`src/hw/rtl/assert_macros.svh`:
```
// Assertion macros shared by the combined generator RTL.
// Included by the controller, datapath and shuffle table modules.
`ifndef ASSERT_MACROS_SVH
`define ASSERT_MACROS_SVH

// Property must hold at every clock edge outside reset.
`define CLSU_ASSERT(lbl, clk, rst_n, prop, msg) \
    lbl: assert property (@(posedge clk) disable iff (!rst_n) prop) \
        else $error(msg);

// Condition must never be seen outside reset.
`define CLSU_NEVER(lbl, clk, rst_n, cond, msg) \
    lbl: assert property (@(posedge clk) disable iff (!rst_n) !(cond)) \
        else $error(msg);

`endif

```
`src/hw/rtl/clsu_table.sv`:
```
// Shuffle table memory with per-slot valid bits (unwritten slots read zero).
// Depends on clsu_pkg for nothing but is part of the clsu block.
`include "assert_macros.svh"

module clsu_table #(
    parameter int unsigned N = 32
) (
    input  logic                 i_clk,
    input  logic                 i_rst_n,
    input  logic                 i_rd_en,
    input  logic [$clog2(N)-1:0] i_rd_addr,
    input  logic                 i_wr_en,
    input  logic [$clog2(N)-1:0] i_wr_addr,
    input  logic [30:0]          i_wr_data,
    output logic [30:0]          o_rd_data
);

    logic [30:0]  r_mem [N];
    logic [N-1:0] r_vld;
    logic [30:0]  r_rd_data;

    // storage and registered read
    always_ff @(posedge i_clk) begin
        if (i_wr_en) begin
            r_mem[i_wr_addr] <= i_wr_data;
        end
        if (i_rd_en) begin
            r_rd_data <= r_vld[i_rd_addr] ? r_mem[i_rd_addr] : '0;
        end
    end

    // valid bits stand for the all-zero reset contents
    always_ff @(posedge i_clk) begin
        if (!i_rst_n) begin
            r_vld <= '0;
        end else if (i_wr_en) begin
            r_vld[i_wr_addr] <= 1'b1;
        end
    end

    assign o_rd_data = r_rd_data;

    `CLSU_NEVER(a_no_rw_clash, i_clk, i_rst_n, i_rd_en && i_wr_en, "table read and write collide")

endmodule

```
`config.mk`:
```
export PLATFORM = sky130hd
export DESIGN_NAME = clsu_table
export DESIGN_NICKNAME = d
export VERILOG_FILES = /design/src/hw/rtl/clsu_table.sv
export VERILOG_INCLUDE_DIRS = /design/src /design/src/hw/rtl
export SDC_FILE = /design/constraint.sdc
export NUM_CORES = 1
export LEC_CHECK = 0
export BUFFER_PORTS_ARGS = -buffer_cell sky130_fd_sc_hd__buf_2
export CAP_MARGIN = 40
export CORE_MARGIN = 8
export CORE_UTILIZATION = 50
export DETAILED_ROUTE_END_ITERATION = 8
export GPL_TIMING_DRIVEN = 0
export PLACE_DENSITY = 0.71
export SYNTH_ARGS = -nofsm -noshare
export SYNTH_HDL_FRONTEND = slang
export SYNTH_SLANG_ARGS = --single-unit
```
`constraint.sdc`:
```
create_clock -name i_clk -period 3.9 [get_ports i_clk]
set_input_delay 0.78 -clock i_clk [delete_from_list [all_inputs] [get_ports i_clk]]
set_output_delay 0.78 -clock i_clk [all_outputs]
set_load 0.005 [all_outputs]
```
==> impl_metrics.py <==
metrics = {
    "outcome": {
        "outcome": "finished clean",
    },
    "worst_setup_path": {
        "path_cells": "buf_2, buf_2, nor2_1, clkbuf_1, a221oi_1, nor2_1, a21oi_1, and3_1",
        "worstSetupPathType": "primary input to flop",
        "reg2reg_from": "r_vld[31]$_SDFFE_PN0P_",
        "path_buf_inv": 3,
        "r2r_cells": 6,
        "max_stage_delay_ns": 0.64,
        "cp.depth": 8,
        "worst_setup_path_end_kind": "flop",
        "cp-startpoint": "i_rd_addr[2]",
        "slowest_stage": "clkbuf_1",
        "path_max_fanout": 10,
        "cp_data_required_time_ns": 4.29,
        "critPathArrivalTime_ns": 3.22,
        "cpLargestDelayFamily": "buffers and inverters",
        "start_kind": "primary input",
    },
    "floorplan": {
        "start_util_pct": 50.5,
        "num_rows": 104,
        "die_h_um": 302,
        "core_area_mm2": 0.0807,
        "die_width_um": 302,
        "ios": 76,
        "die_area_mm2": 0.0909,
    },
    "finish": {
        "multi_input_comb_area_mm2": 0.00889,
        "drive_gt1_share_pct": 22.7,
        "fin_area_mm2": 0.0470,
        "seqCellArea_mm2": 0.0314,
        "area_growth_pct": 15.4,
        "fillCellCount": 5684,
        "nets": 2301,
        "post-route-util_pct": 58.3,
    },
    "worst_hold_path": {
        "min_from": "i_rst_n",
        "holdPathStages": 2,
        "holdCritPathClass": "primary input to flop",
    },
    "logic_synthesis": {
        "ys_async_sr_fraction_pct": 0,
        "synth_top_area_share_pct": 75.4,
        "synth-seq-area-share_pct": 76.9,
        "yosys_warnings": 0,
        "synth.top_cells.by_count": "edfxtp_1, mux2i_1, mux4_2",
        "syn-num-nets": 2077,
        "ys.flop_type": "edfxtp_1",
        "avgSynthCellArea_um2": 20.1,
        "yosysMostFrequentCell": "edfxtp_1",
        "synthCells": 2032,
        "ys_types": 35,
        "synth_area_leaders": "edfxtp_1, mux4_2, mux2i_1, a221oi_1, dfxtp_1",
        "synth-edff-count": 1023,
        "synth_top_cell_by_area": "edfxtp_1",
        "synth-seq-cells": 1055,
        "syn-cell-area_mm2": 0.0408,
    },
    "cts": {
        "clock_path_buffers": 3,
        "cts_setup_buffers": 0,
        "insertion_delay_ns": 0.65,
        "cts_root_buf": "clkbuf_16",
        "cts-resized-gates": 0,
        "hold_buffers": 0,
        "cts_tree": "done",
        "clkSlewWorstSetupHoldPaths_ns": 0.06,
        "numCtsBuffers": 101,
        "cts.sinks": 1055,
        "htreeDepth": 3,
    },
    "sta": {
        "hold_viol": 0,
        "maxSlewViolCount": 0,
        "fin_crit_sh_pct": 72.6,
        "worst_pin_slew_ns": 0.933,
        "min_period_ns": 2.83,
        "clock.fmax_ghz": 0.353,
        "rsz0062_at_grt": "no",
        "relSlewSlack_pct": 37.8,
        "skew_ns": 0.0132,
        "setup_viol": 0,
    },
    "global_routing": {
        "grt_use_total_pct": 23.1,
        "grt_pass1_wl_um": 151000,
        "grt_overflow": 0,
        "grt_pass1_vias": 22000,
        "antenna_found_initial": 4,
        "grt_max_degree": 33,
    },
    "placement": {
        "dpl-instance-area_mm2": 0.0436,
        "port_buffers": 72,
        "dp_hpwl_um": 68900,
        "gp_congestion": 0.836,
    },
    "flow_run": {
        "max-cap-violations": 0,
    },
    "drt": {
        "drtIter0Drc": 2876,
        "first_pass_iters": 6,
        "wire_per_inst_um": 31.3,
        "avgViaCountPerCell": 6.44,
        "routed_wl_um": 106000,
        "ant_nets": 0,
        "detail_route.drc_violations": 0,
        "num_vias": 21900,
    },
    "pwr": {
        "p_int_mw": 18.8,
        "power_density_mw_per_mm2": 508,
        "p_clk_share_pct": 41.5,
        "pwr-share-comb_pct": 5.6,
        "seqPwrFrac_pct": 52.9,
        "switchingPower_mw": 5.04,
        "leakage_nw": 15.6,
        "swShare_pct": 21.1,
        "peakVddDrop_mv": 0.346,
    },
}
## power by group through the flow
stage	Combinational [mW]	Sequential, mW	Clock, mW
floorplan	0.702	12.9	0
detailed placement	1.31	12.9	0
global placement	1.22	12.9	0
finish	1.33	12.6	9.91
CTS	1.32	12.6	9.98
global route	1.40	12.6	10.4
## through the flow
stage                     std cells  worst slack, ns  hold WS (ns)   TNS, ns  total power [mW]
final                          3403             1.07         0.418         0              23.9
after global routing           3402             1.06         0.396         0              24.4
after CTS                      3398             1.10         0.386         0              23.9
after detailed placement       3211            0.407         0.451         0              14.2
after global placement         3164            -1.66         0.442  -1017.00              14.1
after floorplan                2032            0.697         0.435         0              13.6
## layout make-up
type                            instances  share of cell area [%]
Multi-Input combinational cell        851                    18.9
Sequential cell                      1055                    66.7
Clock inverter                         58                    1.36
Antenna cell                            3                  0.0160
Timing Repair Buffer                  121                    2.83
Tap cell                             1060                    2.82
Clock buffer                          129                    5.77
Inverter                                2                  0.0160
Buffer                                124                    1.60
## layout by cell type (no fill, tap or decap), types with 34 or more instances in the layout
cell type and count:
buf_6 37, clkbuf_16 103, mux2i_1 253, nor2_1 34, a221oi_1 93, mux4_2 129, nand3_1 35, buf_2 96
clkbuf_1 76, edfxtp_1 1023
## layer usage
metal	vias to the layer above	GRT usage [%]	share of wire (%)
met5	-	0	0.010
met4	2	7.44	3.4
met3	230	5.37	11
met2	1376	36.6	47
met1	11400	31.7	39
li1	8938	-	-
## worst register-to-register path, delay by kind of cell, from the launching register on
kind / cells / cell delay (ns)
muxes: 2 / 0.76
and+or+nand+nor: 3 / 0.65
DFF: 1 / 0.31
buffers and inverters: 1 / 0.29
## cells by family (layout without fill, tap and decap cells)
family / Yosys count / after routing / synth area share, %
AO/OA/AOI/OAI: 284 / 284 / 5.56
buffers and inverters: 126 / 434 / 1.86
flip-flops: 1055 / 1055 / 76.9
multiplexers: 384 / 384 / 13.4
other: 0 / 3 / 0
AND/OR/NAND/NOR: 183 / 183 / 2.26
## flip-flops by register name (all words and copies together) (netlist names)
| signal | count |
|---|---|
| o_rd_data | 31 |
| r_vld | 32 |
| r_mem | 992 |
## worst paths after layout
| path | endpoint | slack (ns) |
|---|---|---|
| setup / recovery | o_rd_data[3]$_SDFFCE_PN0P_ | 1.07 |
| hold / removal | r_vld[0]$_SDFFE_PN0P_ | 0.42 |
| setup reg to reg | o_rd_data[21]$_SDFFCE_PN0P_ | 1.60 |
| hold reg to reg | r_vld[26]$_SDFFE_PN0P_ | 0.47 |
No activity file was read; power rests on OpenSTA's default activity.
