`config.mk`:
```
export PLATFORM = sky130hd
export DESIGN_NAME = clsu_ctrl
export DESIGN_NICKNAME = d
export VERILOG_FILES = /design/src/hw/rtl/clsu_pkg.sv /design/src/hw/rtl/clsu_ctrl.sv
export VERILOG_INCLUDE_DIRS = /design/src /design/src/hw/rtl
export SDC_FILE = /design/constraint.sdc
export NUM_CORES = 1
export LEC_CHECK = 0
export ABC_AREA = 1
export BUFFER_PORTS_ARGS = -buffer_cell sky130_fd_sc_hd__buf_2
export CORE_MARGIN = 4
export CORE_UTILIZATION = 44
export CTS_CLUSTER_DIAMETER = 80
export DETAILED_ROUTE_END_ITERATION = 8
export GPL_TIMING_DRIVEN = 0
export PLACE_DENSITY_LB_ADDON = 0.05
export SLEW_MARGIN = 20
export SYNTH_ARGS = -nofsm -noshare
export SYNTH_HDL_FRONTEND = slang
export SYNTH_SLANG_ARGS = --single-unit
export TNS_END_PERCENT = 1
```
`constraint.sdc`:
```
create_clock -name i_clk -period 1.38 [get_ports i_clk]
set_input_delay 0.207 -clock i_clk [delete_from_list [all_inputs] [get_ports i_clk]]
set_output_delay 0.207 -clock i_clk [all_outputs]
set_load 0.01 [all_outputs]
```
`src/hw/rtl/assert_macros.svh`:
```
// Assertion macros shared by the combined generator RTL.
// Included by the controller, datapath and shuffle table modules.
`ifndef ASSERT_MACROS_SVH
`define ASSERT_MACROS_SVH

// Property must hold at every clock edge outside reset.
`define CLSU_ASSERT(lbl, clk, rst_n, prop, msg) \
    lbl: assert property (@(posedge clk) disable iff (!rst_n) prop) \
        else $error(msg);

// Condition must never be seen outside reset.
`define CLSU_NEVER(lbl, clk, rst_n, cond, msg) \
    lbl: assert property (@(posedge clk) disable iff (!rst_n) !(cond)) \
        else $error(msg);

`endif

```
`src/hw/rtl/clsu_pkg.sv`:
```
// Shared constants and types for the combined LCG shuffle uniform generator.
// No dependencies; used by the controller, datapath and top level of the block.
package clsu_pkg;

    // default number of shuffle table slots
    localparam int unsigned TABLE_ENTRIES_DEF = 32;
    // extra warm-up steps discarded before the table is filled
    localparam int unsigned WARM_EXTRA = 8;
    // register stages in the slot index pipeline
    localparam int unsigned SLOT_LAT = 3;
    // right shift used by the slot reciprocal
    localparam int unsigned SLOT_SHIFT = 37;

    // generator moduli, both of the form 2^31 - fold
    localparam logic [30:0] MOD_ONE = 31'd2147483563;
    localparam logic [30:0] MOD_TWO = 31'd2147483399;
    localparam logic [7:0]  FOLD_ONE = 8'd85;    // 2^31 - MOD_ONE
    localparam logic [7:0]  FOLD_TWO = 8'd249;   // 2^31 - MOD_TWO
    localparam logic [15:0] MUL_ONE = 16'd40014;
    localparam logic [15:0] MUL_TWO = 16'd40692;
    localparam logic [30:0] DRAW_WRAP = 31'd2147483562;  // MOD_ONE - 1

    // reset and seed handling
    localparam logic [30:0]        GEN_TWO_INIT = 31'd123456789;
    localparam logic signed [31:0] SEED_INIT    = 32'sd1;
    localparam logic signed [31:0] SEED_MIN     = -32'sd2147483647;
    localparam logic [31:0]        SEED_MOST_NEG = 32'h8000_0000;

    // controller to datapath commands
    typedef struct packed {
        logic capture;      // latch the range of the accepted beat
        logic gen_mul;      // multiply both generator states
        logic tab_read;     // read the shuffle table at the current slot
        logic gen_reduce;   // fold the high product bits down
        logic gen_fold;     // final compare-subtract, update both generators
        logic warm_init;    // take seed magnitude into both generators
        logic warm_fold;    // update generator one only
        logic warm_write;   // write the warm-up value into the table
        logic mix;          // form the draw and refill the slot
        logic shuf_load;    // last output takes generator one after warm-up
        logic scale_mul;    // span times draw
        logic scale_r0;     // first modular reduction of the product
        logic scale_r1;     // second modular reduction
        logic out_load;     // load the result register
    } t_dp_cmd;

    // datapath to controller status
    typedef struct packed {
        logic seed_nonpos;  // generator one at zero or below
    } t_dp_stat;

endpackage

```
`src/hw/rtl/clsu_ctrl.sv`:
```
// Sequencer for the combined generator: draw, warm-up and output handshake.
// Depends on clsu_pkg (command and status structs, constants).
`include "assert_macros.svh"

module clsu_ctrl #(
    parameter int unsigned N = 32
) (
    input  logic                                     i_clk,
    input  logic                                     i_rst_n,
    input  logic                                     i_valid,
    output logic                                     o_ready,
    output logic                                     o_valid,
    input  logic                                     i_ready,
    input  clsu_pkg::t_dp_stat                       i_stat,
    output clsu_pkg::t_dp_cmd                        o_cmd,
    output logic [$clog2(N+clsu_pkg::WARM_EXTRA)-1:0] o_widx
);

    localparam int unsigned CW = $clog2(N + clsu_pkg::WARM_EXTRA);
    localparam int unsigned WARM_LAST = N + clsu_pkg::WARM_EXTRA - 1;

    localparam logic [3:0] ST_IDLE     = 4'd0;
    localparam logic [3:0] ST_GEN_RED  = 4'd1;
    localparam logic [3:0] ST_GEN_FOLD = 4'd2;
    localparam logic [3:0] ST_MIX      = 4'd3;
    localparam logic [3:0] ST_SC_MUL   = 4'd4;
    localparam logic [3:0] ST_SC_R0    = 4'd5;
    localparam logic [3:0] ST_SC_R1    = 4'd6;
    localparam logic [3:0] ST_OUT      = 4'd7;
    localparam logic [3:0] ST_W_INIT   = 4'd8;
    localparam logic [3:0] ST_W_MUL    = 4'd9;
    localparam logic [3:0] ST_W_RED    = 4'd10;
    localparam logic [3:0] ST_W_FOLD   = 4'd11;
    localparam logic [3:0] ST_W_SET    = 4'd12;
    localparam logic [3:0] ST_W_WAIT   = 4'd13;
    localparam logic [3:0] ST_ISSUE    = 4'd14;

    logic [3:0]    r_state, n_state;
    logic [CW-1:0] r_cnt, n_cnt;
    logic          r_out_valid, n_out_valid;
    logic          in_acc;

    assign o_ready = (r_state == ST_IDLE);
    assign in_acc  = i_valid && o_ready;
    assign o_valid = r_out_valid;
    assign o_widx  = r_cnt;

    // next state and commands
    always_comb begin
        n_state = r_state;
        n_cnt   = r_cnt;
        o_cmd   = '0;
        unique case (r_state)
            ST_IDLE: begin
                if (in_acc) begin
                    o_cmd.capture  = 1'b1;
                    o_cmd.gen_mul  = 1'b1;
                    o_cmd.tab_read = 1'b1;
                    n_state = i_stat.seed_nonpos ? ST_W_INIT : ST_GEN_RED;
                end
            end
            ST_GEN_RED: begin
                o_cmd.gen_reduce = 1'b1;
                n_state = ST_GEN_FOLD;
            end
            ST_GEN_FOLD: begin
                o_cmd.gen_fold = 1'b1;
                n_state = ST_MIX;
            end
            ST_MIX: begin
                o_cmd.mix = 1'b1;
                n_state = ST_SC_MUL;
            end
            ST_SC_MUL: begin
                o_cmd.scale_mul = 1'b1;
                n_state = ST_SC_R0;
            end
            ST_SC_R0: begin
                o_cmd.scale_r0 = 1'b1;
                n_state = ST_SC_R1;
            end
            ST_SC_R1: begin
                o_cmd.scale_r1 = 1'b1;
                n_state = ST_OUT;
            end
            ST_OUT: begin
                // hold here while the result register is still occupied
                if (!r_out_valid || i_ready) begin
                    o_cmd.out_load = 1'b1;
                    n_state = ST_IDLE;
                end
            end
            ST_W_INIT: begin
                o_cmd.warm_init = 1'b1;
                n_cnt   = CW'(WARM_LAST);
                n_state = ST_W_MUL;
            end
            ST_W_MUL: begin
                o_cmd.gen_mul = 1'b1;
                n_state = ST_W_RED;
            end
            ST_W_RED: begin
                o_cmd.gen_reduce = 1'b1;
                n_state = ST_W_FOLD;
            end
            ST_W_FOLD: begin
                o_cmd.warm_fold  = 1'b1;
                o_cmd.warm_write = (r_cnt < CW'(N));
                if (r_cnt == '0) begin
                    n_state = ST_W_SET;
                end else begin
                    n_cnt   = r_cnt - 1'b1;
                    n_state = ST_W_MUL;
                end
            end
            ST_W_SET: begin
                o_cmd.shuf_load = 1'b1;
                n_cnt   = CW'(clsu_pkg::SLOT_LAT - 1);
                n_state = ST_W_WAIT;
            end
            ST_W_WAIT: begin
                // let the slot pipeline settle on the new last output
                if (r_cnt == '0) begin
                    n_state = ST_ISSUE;
                end else begin
                    n_cnt = r_cnt - 1'b1;
                end
            end
            ST_ISSUE: begin
                o_cmd.gen_mul  = 1'b1;
                o_cmd.tab_read = 1'b1;
                n_state = ST_GEN_RED;
            end
            default: begin
                n_state = ST_IDLE;
            end
        endcase
    end

    // result register occupancy
    always_comb begin
        n_out_valid = r_out_valid;
        if (o_cmd.out_load) begin
            n_out_valid = 1'b1;
        end else if (r_out_valid && i_ready) begin
            n_out_valid = 1'b0;
        end
    end

    always_ff @(posedge i_clk) begin
        if (!i_rst_n) begin
            r_state     <= ST_IDLE;
            r_cnt       <= '0;
            r_out_valid <= 1'b0;
        end else begin
            r_state     <= n_state;
            r_cnt       <= n_cnt;
            r_out_valid <= n_out_valid;
        end
    end

    `CLSU_ASSERT(a_busy_after_accept, i_clk, i_rst_n, in_acc |=> r_state != ST_IDLE, "accepted beat left controller idle")

endmodule

```
==> results_dict.tcl, run 1 <==
set metrics [dict create \
    critical-path-top-delay-family "flip-flops" \
    cts_tree "yes" \
    first_iter_violations 32 \
    ir_drop_v 0.0006399 \
    clkSinkCount 11 \
    leakage_nw 0.6900 \
    grt_pass1_vias 921 \
    routed_wl_mm 2.522 \
    avgRoutedWirePerCell_um 11.90 \
    maxCapViolCount 0 \
    worstPathCellList "nand2_2, nor2_4, inv_1, nor2_1, buf_4, buf_2" \
    die_x_um 51.98 \
    insertion_delay_ns 0.28 \
    yosysTopAreaCell "dfxtp_1" \
    fin_cells 212 \
    dp.cells 197 \
    grt_usage 0.1948 \
    hp-start "i_rst_n" \
    syn-num-nets 152 \
    pwr-share-clk 0.204 \
    synthesis.instances 146 \
    worst-path-buf-inv 3 \
    overflow 0 \
    cp.required_ns 1.17 \
    routabilityCongestion 0.8991 \
    ys_seq_area_frac 0.2588 \
    antenna_cells 0 \
    dpl.hpwl_mm 1.725 \
    arrival_ns 1.25 \
    final_cell_mix "31 x nor2_1, 28 x nand2_1, 25 x buf_2" \
    status "finished with violations" \
    p_comb_frac 0.457 \
    power_frac_seq 0.340 \
    final_layout_size_suffix_gt1_frac 0.4225 \
    avgSynthCellArea_um2 5.828 \
    grt_max_degree 9 \
    final-hold-violation-count 0 \
    hold_buffers 0 \
    synth_top_area_frac 0.2588 \
    cp-end-kind "primary output" \
    drc 0 \
    die-area_mm2 0.002701 \
    initial_utilization 0.4772 \
    hold_path_class "primary input to flip-flop" \
    failed_checks "negative setup slack" \
    die_h_um 51.98 \
    syn_to_final_growth_pct 44.56 \
    internal-power_uw 672.1 \
    crit_type "flip-flop to primary output" \
    num_rows 15 \
    synth_area_leaders "dfxtp_1 26%, nor2_1 17%, nand2_1 14%" \
    relSlewSlack 0.7694 \
    crit_start "r_state[0]$_SDFFE_PN0P_" \
    finalPower_mw 1.146 \
    r2r_start "o_widx[0]$_SDFFE_PN0P_" \
    core_mm2 0.001783 \
    finish.net_count 194 \
    final_core_util 0.6898 \
    clk_pin_slew_ns 0.08 \
    drv_slew 0 \
    synth-seq-cells 11 \
    first_pass_iters 5 \
    worst-slew-pin-transition_ns 0.3432 \
    cts_buffers 3 \
    io_buffers 26 \
    rsz0062_at_grt "true" \
    swShare 0.4135 \
    cpPeakStageDelay_ns 0.40 \
    final_common_cell "nor2_1" \
    setup_viol 9 \
    period_minus_slack_ns 1.453 \
    final_area_mm2 0.001230 \
    fmax_mhz 688.2 \
    h-tree-depth 1 \
    critPathSlowestCell "dfxtp_4" \
    fin_tns_setup_ns -0.3702 \
    switchingPower_uw 473.8 \
    start_kind "flip-flop" \
    dpl_cell_area_mm2 0.001012 \
    timing.final.ws_setup_ns -0.07302 \
    via_per_inst 5.127 \
    ys_warn_count 0 \
    antenna_found_initial 0 \
    vias 1087 \
    pwr_density_cell_mw_per_mm2 931.6 \
    clockRootBuffer "clkbuf_4" \
    netlist_area_um2 850.8 \
    ios 27 \
    critPathMaxFanout 6 \
    period_share 1.053 \
    detail-route-antenna-nets 0 \
    finClkSkew_ns 0.003445 \
    clockBufferDepth 2 \
    grt_pass1_wl_mm 3.939 \
    post_synth_num_cell_types 25 \
]
==> metal layers <==
layer  wire length [um]  vias up  GRT usage
met5                  0        -          0
met4                 21        0    0.04803
met3                181        7    0.05731
met2               1189       39     0.3201
met1               1131      501     0.2474
li1                   -      540          -
==> power by group through the flow <==
stage,registers (mW),clock network [mW],logic [mW]
3_5_place_dp,0.388,0,0.394
2_1_floorplan,0.388,0,0.276
5_1_grt,0.395,0.258,0.579
6_report,0.389,0.233,0.523
3_3_place_gp,0.386,0,0.385
4_1_cts,0.384,0.238,0.469
==> stage by stage <==
stage	hold slack, ns	worst slack [ns]
global route	0.1995	-0.1996
detailed placement	0.4878	-0.06831
finish	0.1956	-0.07302
CTS	0.1880	-0.09283
floorplan	0.3274	0.02537
global placement	0.4837	-0.05699
==> final cells by class <==
cell class	count	area, um2
buffer	1	7.507
fill	156	553.0
clock buffer	3	22.52
sequential	11	235.2
tap	25	31.28
clock inverter	1	5.005
inverter	24	95.09
timing repair buffer	37	219.0
multi-input combinational	110	614.3
==> worst register-to-register path: stages, from the launching register on <==
cell and delay, ns:
dfxtp_1 0.39, inv_1 0.10, ha_4 0.18, nand3_1 0.14
nand2_1 0.13, nand2_1 0.13, nor2_2 0.05, a21oi_1 0.15
nor2_1 0.05
==> registers in the layout (all words and copies together) (netlist names) <==
signal,flops
o_widx,6
o_valid,1
r_state,4
==> kinds of logic (layout without fill, tap and decap cells) <==
logic type | count (synthesis) | count (layout) | share of synthesized area
simple gates | 91 | 91 | 0.4897
flops | 11 | 11 | 0.2588
fa+ha+maj | 1 | 1 | 0.01470
buf+inv | 25 | 66 | 0.1177
compound gates | 18 | 18 | 0.1191
==> cell usage after synthesis (all sizes together) <==
cell type and n:
o22ai 1, nand3 8, ha 1, dfxtp 11
o21bai 1, o21a 1, nor3 1, buf 1
and3 1, nand4 1, nand2 39, a21oi 7
o211ai 1, nand3b 1, nor2 40, o21ai 6
a211oi 1, inv 24
==> path summary, 6_finish.rpt <==
| kind | endpoint | slack [ns] | cells after the start |
|---|---|---|---|
| setup / recovery | o_cmd[0] | -0.07 | 6 |
| hold / removal | o_widx[2]$_SDFFE_PN0P_ | 0.20 | 3 |
| setup reg to reg | r_state[0]$_SDFFE_PN0P_ | -0.05 | 8 |
| hold reg to reg | o_widx[0]$_SDFFE_PN0P_ | 0.53 | 2 |
==> repair_timing <==
action	CTS	global route
pin swaps	5	3
setup endpoints to repair	18	23
resized for setup	22	15
setup buffers	11	0
Note: power is estimated with default switching activity, not from simulation.
==> inputs of run 2 (changes only) <==
--- a/config.mk
+++ b/config.mk
@@ -9,8 +9,7 @@
 export ABC_AREA = 1
 export BUFFER_PORTS_ARGS = -buffer_cell sky130_fd_sc_hd__buf_2
 export CORE_MARGIN = 4
-export CORE_UTILIZATION = 44
-export CTS_CLUSTER_DIAMETER = 80
+export CORE_UTILIZATION = 49
 export DETAILED_ROUTE_END_ITERATION = 8
 export GPL_TIMING_DRIVEN = 0
 export PLACE_DENSITY_LB_ADDON = 0.05
==> constraint.sdc (replaced) <==
create_clock -name i_clk -period 1.5 [get_ports i_clk]
set_input_delay 0.225 -clock i_clk [delete_from_list [all_inputs] [get_ports i_clk]]
set_output_delay 0.225 -clock i_clk [all_outputs]
set_load 0.01 [all_outputs]
==> results_dict.tcl, run 2 (synthesis results as in run 1) <==
set metrics [dict create \
    clockBufferDepth 2 \
    antenna_cells 0 \
    grt_pass1_wl_mm 3.926 \
    cp_common_cell "nor2_4" \
    cts_buffers 3 \
    worst-slew-pin-transition_ns 0.3776 \
    hold_buffers 0 \
    setup_viol 1 \
    core_mm2 0.001577 \
    critical-path-top-delay-family "flip-flops" \
    final_common_cell "nor2_1" \
    rsz0062_at_grt "true" \
    critPathSlowestCell "dfxtp_4" \
    cp.required_ns 1.27 \
    cpPeakStageDelay_ns 0.37 \
    internal-power_uw 601.2 \
    fin_cells 202 \
    die-area_mm2 0.002467 \
    first_pass_iters 4 \
    die_x_um 49.67 \
    syn_to_final_growth_pct 40.00 \
    arrival_ns 1.28 \
    drv_slew 0 \
    initial_utilization 0.5397 \
    final-hold-violation-count 0 \
    fin_tns_setup_ns -0.007591 \
    top_layer_used "met4" \
    relSlewSlack 0.7463 \
    power_frac_seq 0.348 \
    largest_register_ffs 6 \
    p_comb_frac 0.446 \
    avgRoutedWirePerCell_um 13.34 \
    final_layout_size_suffix_gt1_frac 0.4140 \
    period_minus_slack_ns 1.508 \
    start_kind "flip-flop" \
    finClkSkew_ns 0.003264 \
    clockRootBuffer "clkbuf_4" \
    hold_path_class "primary input to flip-flop" \
    insertion_delay_ns 0.28 \
    cts_tree "yes" \
    drc 0 \
    pwr-share-clk 0.206 \
    met3_length_um 217 \
    routed_wl_mm 2.694 \
    maxCapViolCount 0 \
    critPathMaxFanout 4 \
    dpl.hpwl_mm 1.748 \
    vias 1096 \
    final_area_mm2 0.001191 \
    ios 27 \
    overflow 0 \
    final_cell_mix "30 x nor2_1, 29 x nand2_1, 25 x buf_2" \
    clk_pin_slew_ns 0.07 \
    via_per_inst 5.426 \
    timing.final.ws_setup_ns -0.007591 \
    clkSinkCount 11 \
    switchingPower_uw 443.8 \
    met1_length_mm 1.106 \
    antenna_found_initial 0 \
    detail-route-antenna-nets 0 \
    first_iter_violations 57 \
    io_buffers 26 \
    pwr_density_cell_mw_per_mm2 877.3 \
    grt_usage 0.2045 \
    dr_wl_met2_mm 1.308 \
    h-tree-depth 1 \
    crit_type "flip-flop to primary output" \
    grt_max_degree 9 \
    finish.net_count 193 \
    grt_pass1_vias 867 \
    cp-end-kind "primary output" \
    worst-path-buf-inv 2 \
    dp.cells 188 \
    num_rows 14 \
    status "finished with violations" \
    leakage_nw 0.6625 \
    ir_drop_v 0.0007671 \
    failed_checks "negative setup slack" \
    final_core_util 0.7556 \
    pre_cts_slack_ns 0.009589 \
    worstPathCellList "nor2_4, inv_2, nor2_4, nand2_2, o211ai_1, buf_2" \
    die_h_um 49.67 \
    routabilityCongestion 0.8924 \
    dpl_cell_area_mm2 0.001001 \
    period_share 1.005 \
    swShare 0.4247 \
    fmax_mhz 663.3 \
]
run 2: stage by stage:
| stage | hold WS, ns | power (mW) |
|---|---|---|
| 6_report | 0.2135 | 1.045 |
| 5_1_grt | 0.2094 | 1.110 |
| 4_1_cts | 0.2030 | 0.9749 |
| 3_5_place_dp | 0.5080 | 0.7184 |
| 3_3_place_gp | 0.5028 | 0.7075 |
| 2_1_floorplan | 0.3454 | 0.6116 |
run 2: area by class of cell:
class / count / area, um2
plain buffers: 1 / 7.507
flip-flops and latches: 11 / 237.7
fillers: 132 / 385.4
multi-input cells: 110 / 598.1
inverters: 24 / 92.59
well taps: 16 / 20.02
clock inverters: 1 / 5.005
clock buffers: 3 / 22.52
repair buffers: 36 / 207.7
run 2: layer usage:
layer | vias to the layer above | GRT usage
met3 | 8 | 0.06325
met4 | 0 | 0.06912
met5 | - | 0
met1 | 499 | 0.2696
met2 | 50 | 0.3128
li1 | 539 | -
run 2: repair_timing:
| action | CTS | global route |
|---|---|---|
| buffers inserted | 6 | 4 |
| endpoints found under the setup margin | 10 | 12 |
| endpoints found under the hold margin | 0 | 0 |
| gates resized for setup | 16 | 19 |
| pin swaps | 5 | 4 |
run 2: power groups by stage:
stage	clock, mW	sequential, mW	combinational (mW)
6_report	0.215	0.363	0.466
5_1_grt	0.232	0.369	0.509
3_5_place_dp	0	0.356	0.363
2_1_floorplan	0	0.357	0.254
4_1_cts	0.221	0.353	0.401
3_3_place_gp	0	0.355	0.352
run 2: final timing paths:
kind                                              start                 endpoint  slack [ns]  depth (start not counted)
worst max-delay path            r_state[2]$_SDFFE_PN0P_                o_cmd[12]      -0.008                          6
worst max register to register   o_widx[0]$_SDFFE_PN0P_  r_state[0]$_SDFFE_PN0P_        0.04                          8
worst min register to register   o_widx[1]$_SDFFE_PN0P_   o_widx[1]$_SDFFE_PN0P_        0.52                          2
worst min-delay path                            i_rst_n   o_widx[5]$_SDFFE_PN0P_        0.21                          3
run 2: worst reg2reg max path: cells and delay by family (launching register included):
kind	cells	cell delay (ns)
flip-flops	1	0.37
adder cells (fa/ha/maj)	1	0.24
buffers and inverters	1	0.07
AND/OR/NAND/NOR	5	0.52
AO/OA/AOI/OAI	1	0.15
==> inputs of run 3 (changes only) <==
--- a/config.mk
+++ b/config.mk
@@ -9,7 +9,7 @@
 export ABC_AREA = 1
 export BUFFER_PORTS_ARGS = -buffer_cell sky130_fd_sc_hd__buf_2
 export CORE_MARGIN = 4
-export CORE_UTILIZATION = 49
+export CORE_UTILIZATION = 44
 export DETAILED_ROUTE_END_ITERATION = 8
 export GPL_TIMING_DRIVEN = 0
 export PLACE_DENSITY_LB_ADDON = 0.05
==> constraint.sdc (replaced) <==
create_clock -name i_clk -period 1.25 [get_ports i_clk]
set_input_delay 0.1875 -clock i_clk [delete_from_list [all_inputs] [get_ports i_clk]]
set_output_delay 0.1875 -clock i_clk [all_outputs]
set_load 0.01 [all_outputs]
==> results_dict.tcl, run 3 (synthesis results as in run 1) <==
set metrics [dict create \
    antenna_cells 0 \
    finish.net_count 191 \
    critPathSlowestCell "dfxtp_4" \
    arrival_ns 1.26 \
    setup_viol 23 \
    routabilityCongestion 0.8909 \
    insertion_delay_ns 0.28 \
    timing.final.ws_setup_ns -0.1929 \
    first_iter_violations 29 \
    worstPathCellList "nor2_4, inv_2, buf_4, o22ai_1, buf_2" \
    clockBufferDepth 2 \
    clkSinkCount 11 \
    final-hold-violation-count 0 \
    rsz0062_at_grt "true" \
    grt_pass1_vias 881 \
    relSlewSlack 0.7758 \
    grt_max_degree 9 \
    cp.required_ns 1.06 \
    drc 0 \
    ir_drop_v 0.0008906 \
    avgRoutedWirePerCell_um 11.34 \
    grt_pass1_wl_mm 3.781 \
    n_fill_cell 158 \
    h-tree-depth 1 \
    crit_type "flip-flop to primary output" \
    final_common_cell "nor2_1" \
    leakage_nw 0.6982 \
    fmax_mhz 693.1 \
    die-area_mm2 0.002701 \
    antenna_found_initial 0 \
    pwr_density_cell_mw_per_mm2 1037 \
    core_mm2 0.001783 \
    cp-end-kind "primary output" \
    clockRootBuffer "clkbuf_4" \
    grt_usage 0.1821 \
    period_share 1.154 \
    routed_wl_mm 2.371 \
    dpl.hpwl_mm 1.677 \
    cts_tree "yes" \
    maxCapViolCount 0 \
    rrSetupSlack_ns -0.05 \
    die_h_um 51.98 \
    die_x_um 51.98 \
    fin_tns_setup_ns -1.787 \
    final_layout_size_suffix_gt1_frac 0.4728 \
    first_pass_iters 4 \
    largest_register_ffs 6 \
    clk_pin_slew_ns 0.09 \
    syn_to_final_growth_pct 46.76 \
    detail-route-antenna-nets 0 \
    initial_utilization 0.4772 \
    whs_ns 0.1725 \
    failed_checks "negative setup slack" \
    vias 1056 \
    io_buffers 26 \
    dpl_cell_area_mm2 0.001021 \
    critPathMaxFanout 4 \
    final_cell_mix "28 x nor2_1, 26 x nand2_1, 25 x buf_2" \
    via_per_inst 5.053 \
    finClkSkew_ns 0.01057 \
    num_rows 15 \
    ios 27 \
    cpPeakStageDelay_ns 0.38 \
    overflow 0 \
    drv_slew 0 \
    final_area_mm2 0.001249 \
    hold_path_class "primary input to flip-flop" \
    start_kind "flip-flop" \
    worst-slew-pin-transition_ns 0.3338 \
    status "finished with violations" \
    period_minus_slack_ns 1.443 \
    cts_buffers 3 \
]
run 3: per-layer routing:
metal | GRT usage | vias to the layer above | share of wire
met4 | 0.02620 | 0 | 0.0080
met1 | 0.2574 | 478 | 0.46
met3 | 0.05158 | 4 | 0.069
met2 | 0.2782 | 41 | 0.46
met5 | 0 | - | 0
li1 | - | 533 | -
run 3: critical path: cells and delay by family (launching register included):
kind	cells	cell delay, ns
DFF	1	0.38
buffers and inverters	3	0.35
AOI/OAI and AO/OA	1	0.13
and+or+nand+nor	1	0.12
run 3: worst paths after layout:
path / startpoint / cells after the start / endpoint
max: r_state[3]$_SDFFE_PN0P_ / 5 / o_cmd[10]
min: i_rst_n / 3 / o_widx[1]$_SDFFE_PN0P_
max reg2reg: r_state[3]$_SDFFE_PN0P_ / 10 / o_widx[1]$_SDFFE_PN0P_
min reg2reg: o_widx[1]$_SDFFE_PN0P_ / 2 / o_widx[1]$_SDFFE_PN0P_
run 3: final cells by class:
| class | count | area, um2 | area share |
|---|---|---|---|
| Inverter | 24 | 97.59 | 0.07816 |
| Timing Repair Buffer | 34 | 200.2 | 0.1603 |
| Multi-Input combinational cell | 110 | 646.9 | 0.5180 |
| Sequential cell | 11 | 237.7 | 0.1904 |
| Clock inverter | 1 | 5.005 | 0.004008 |
| Buffer | 1 | 7.507 | 0.006012 |
| Tap cell | 25 | 31.28 | 0.02505 |
| Clock buffer | 3 | 22.52 | 0.01804 |
run 3: repair_timing:
item                                    in CTS  in global routing
hold buffers                                 0                  0
buffers inserted                             8                  0
pin swaps                                   10                  4
resized for setup                           31                 18
endpoints found under the setup margin      24                 25
run 3: power breakdown:
part	switching, mW	leakage (nW)	internal (mW)
Sequential	0.0556	0.0933	0.384
Combinational	0.339	0.587	0.256
Clock	0.141	0.0177	0.119
Total	0.536	0.698	0.759
run 3: per-stage QoR:
| stage | cells | setup slack, ns | utilization | total power, mW |
|---|---|---|---|---|
| after detailed placement | 197 | -0.1254 | 0.5726 | 0.8694 |
| after floorplan | 146 | -0.04006 | - | 0.7430 |
| after global placement | 197 | -0.1154 | 0.5726 | 0.8637 |
| after CTS | 209 | -0.1966 | 0.6611 | 1.232 |
| after global routing | 209 | -0.2665 | 0.7004 | 1.386 |
| final | 209 | -0.1929 | 0.7004 | 1.295 |
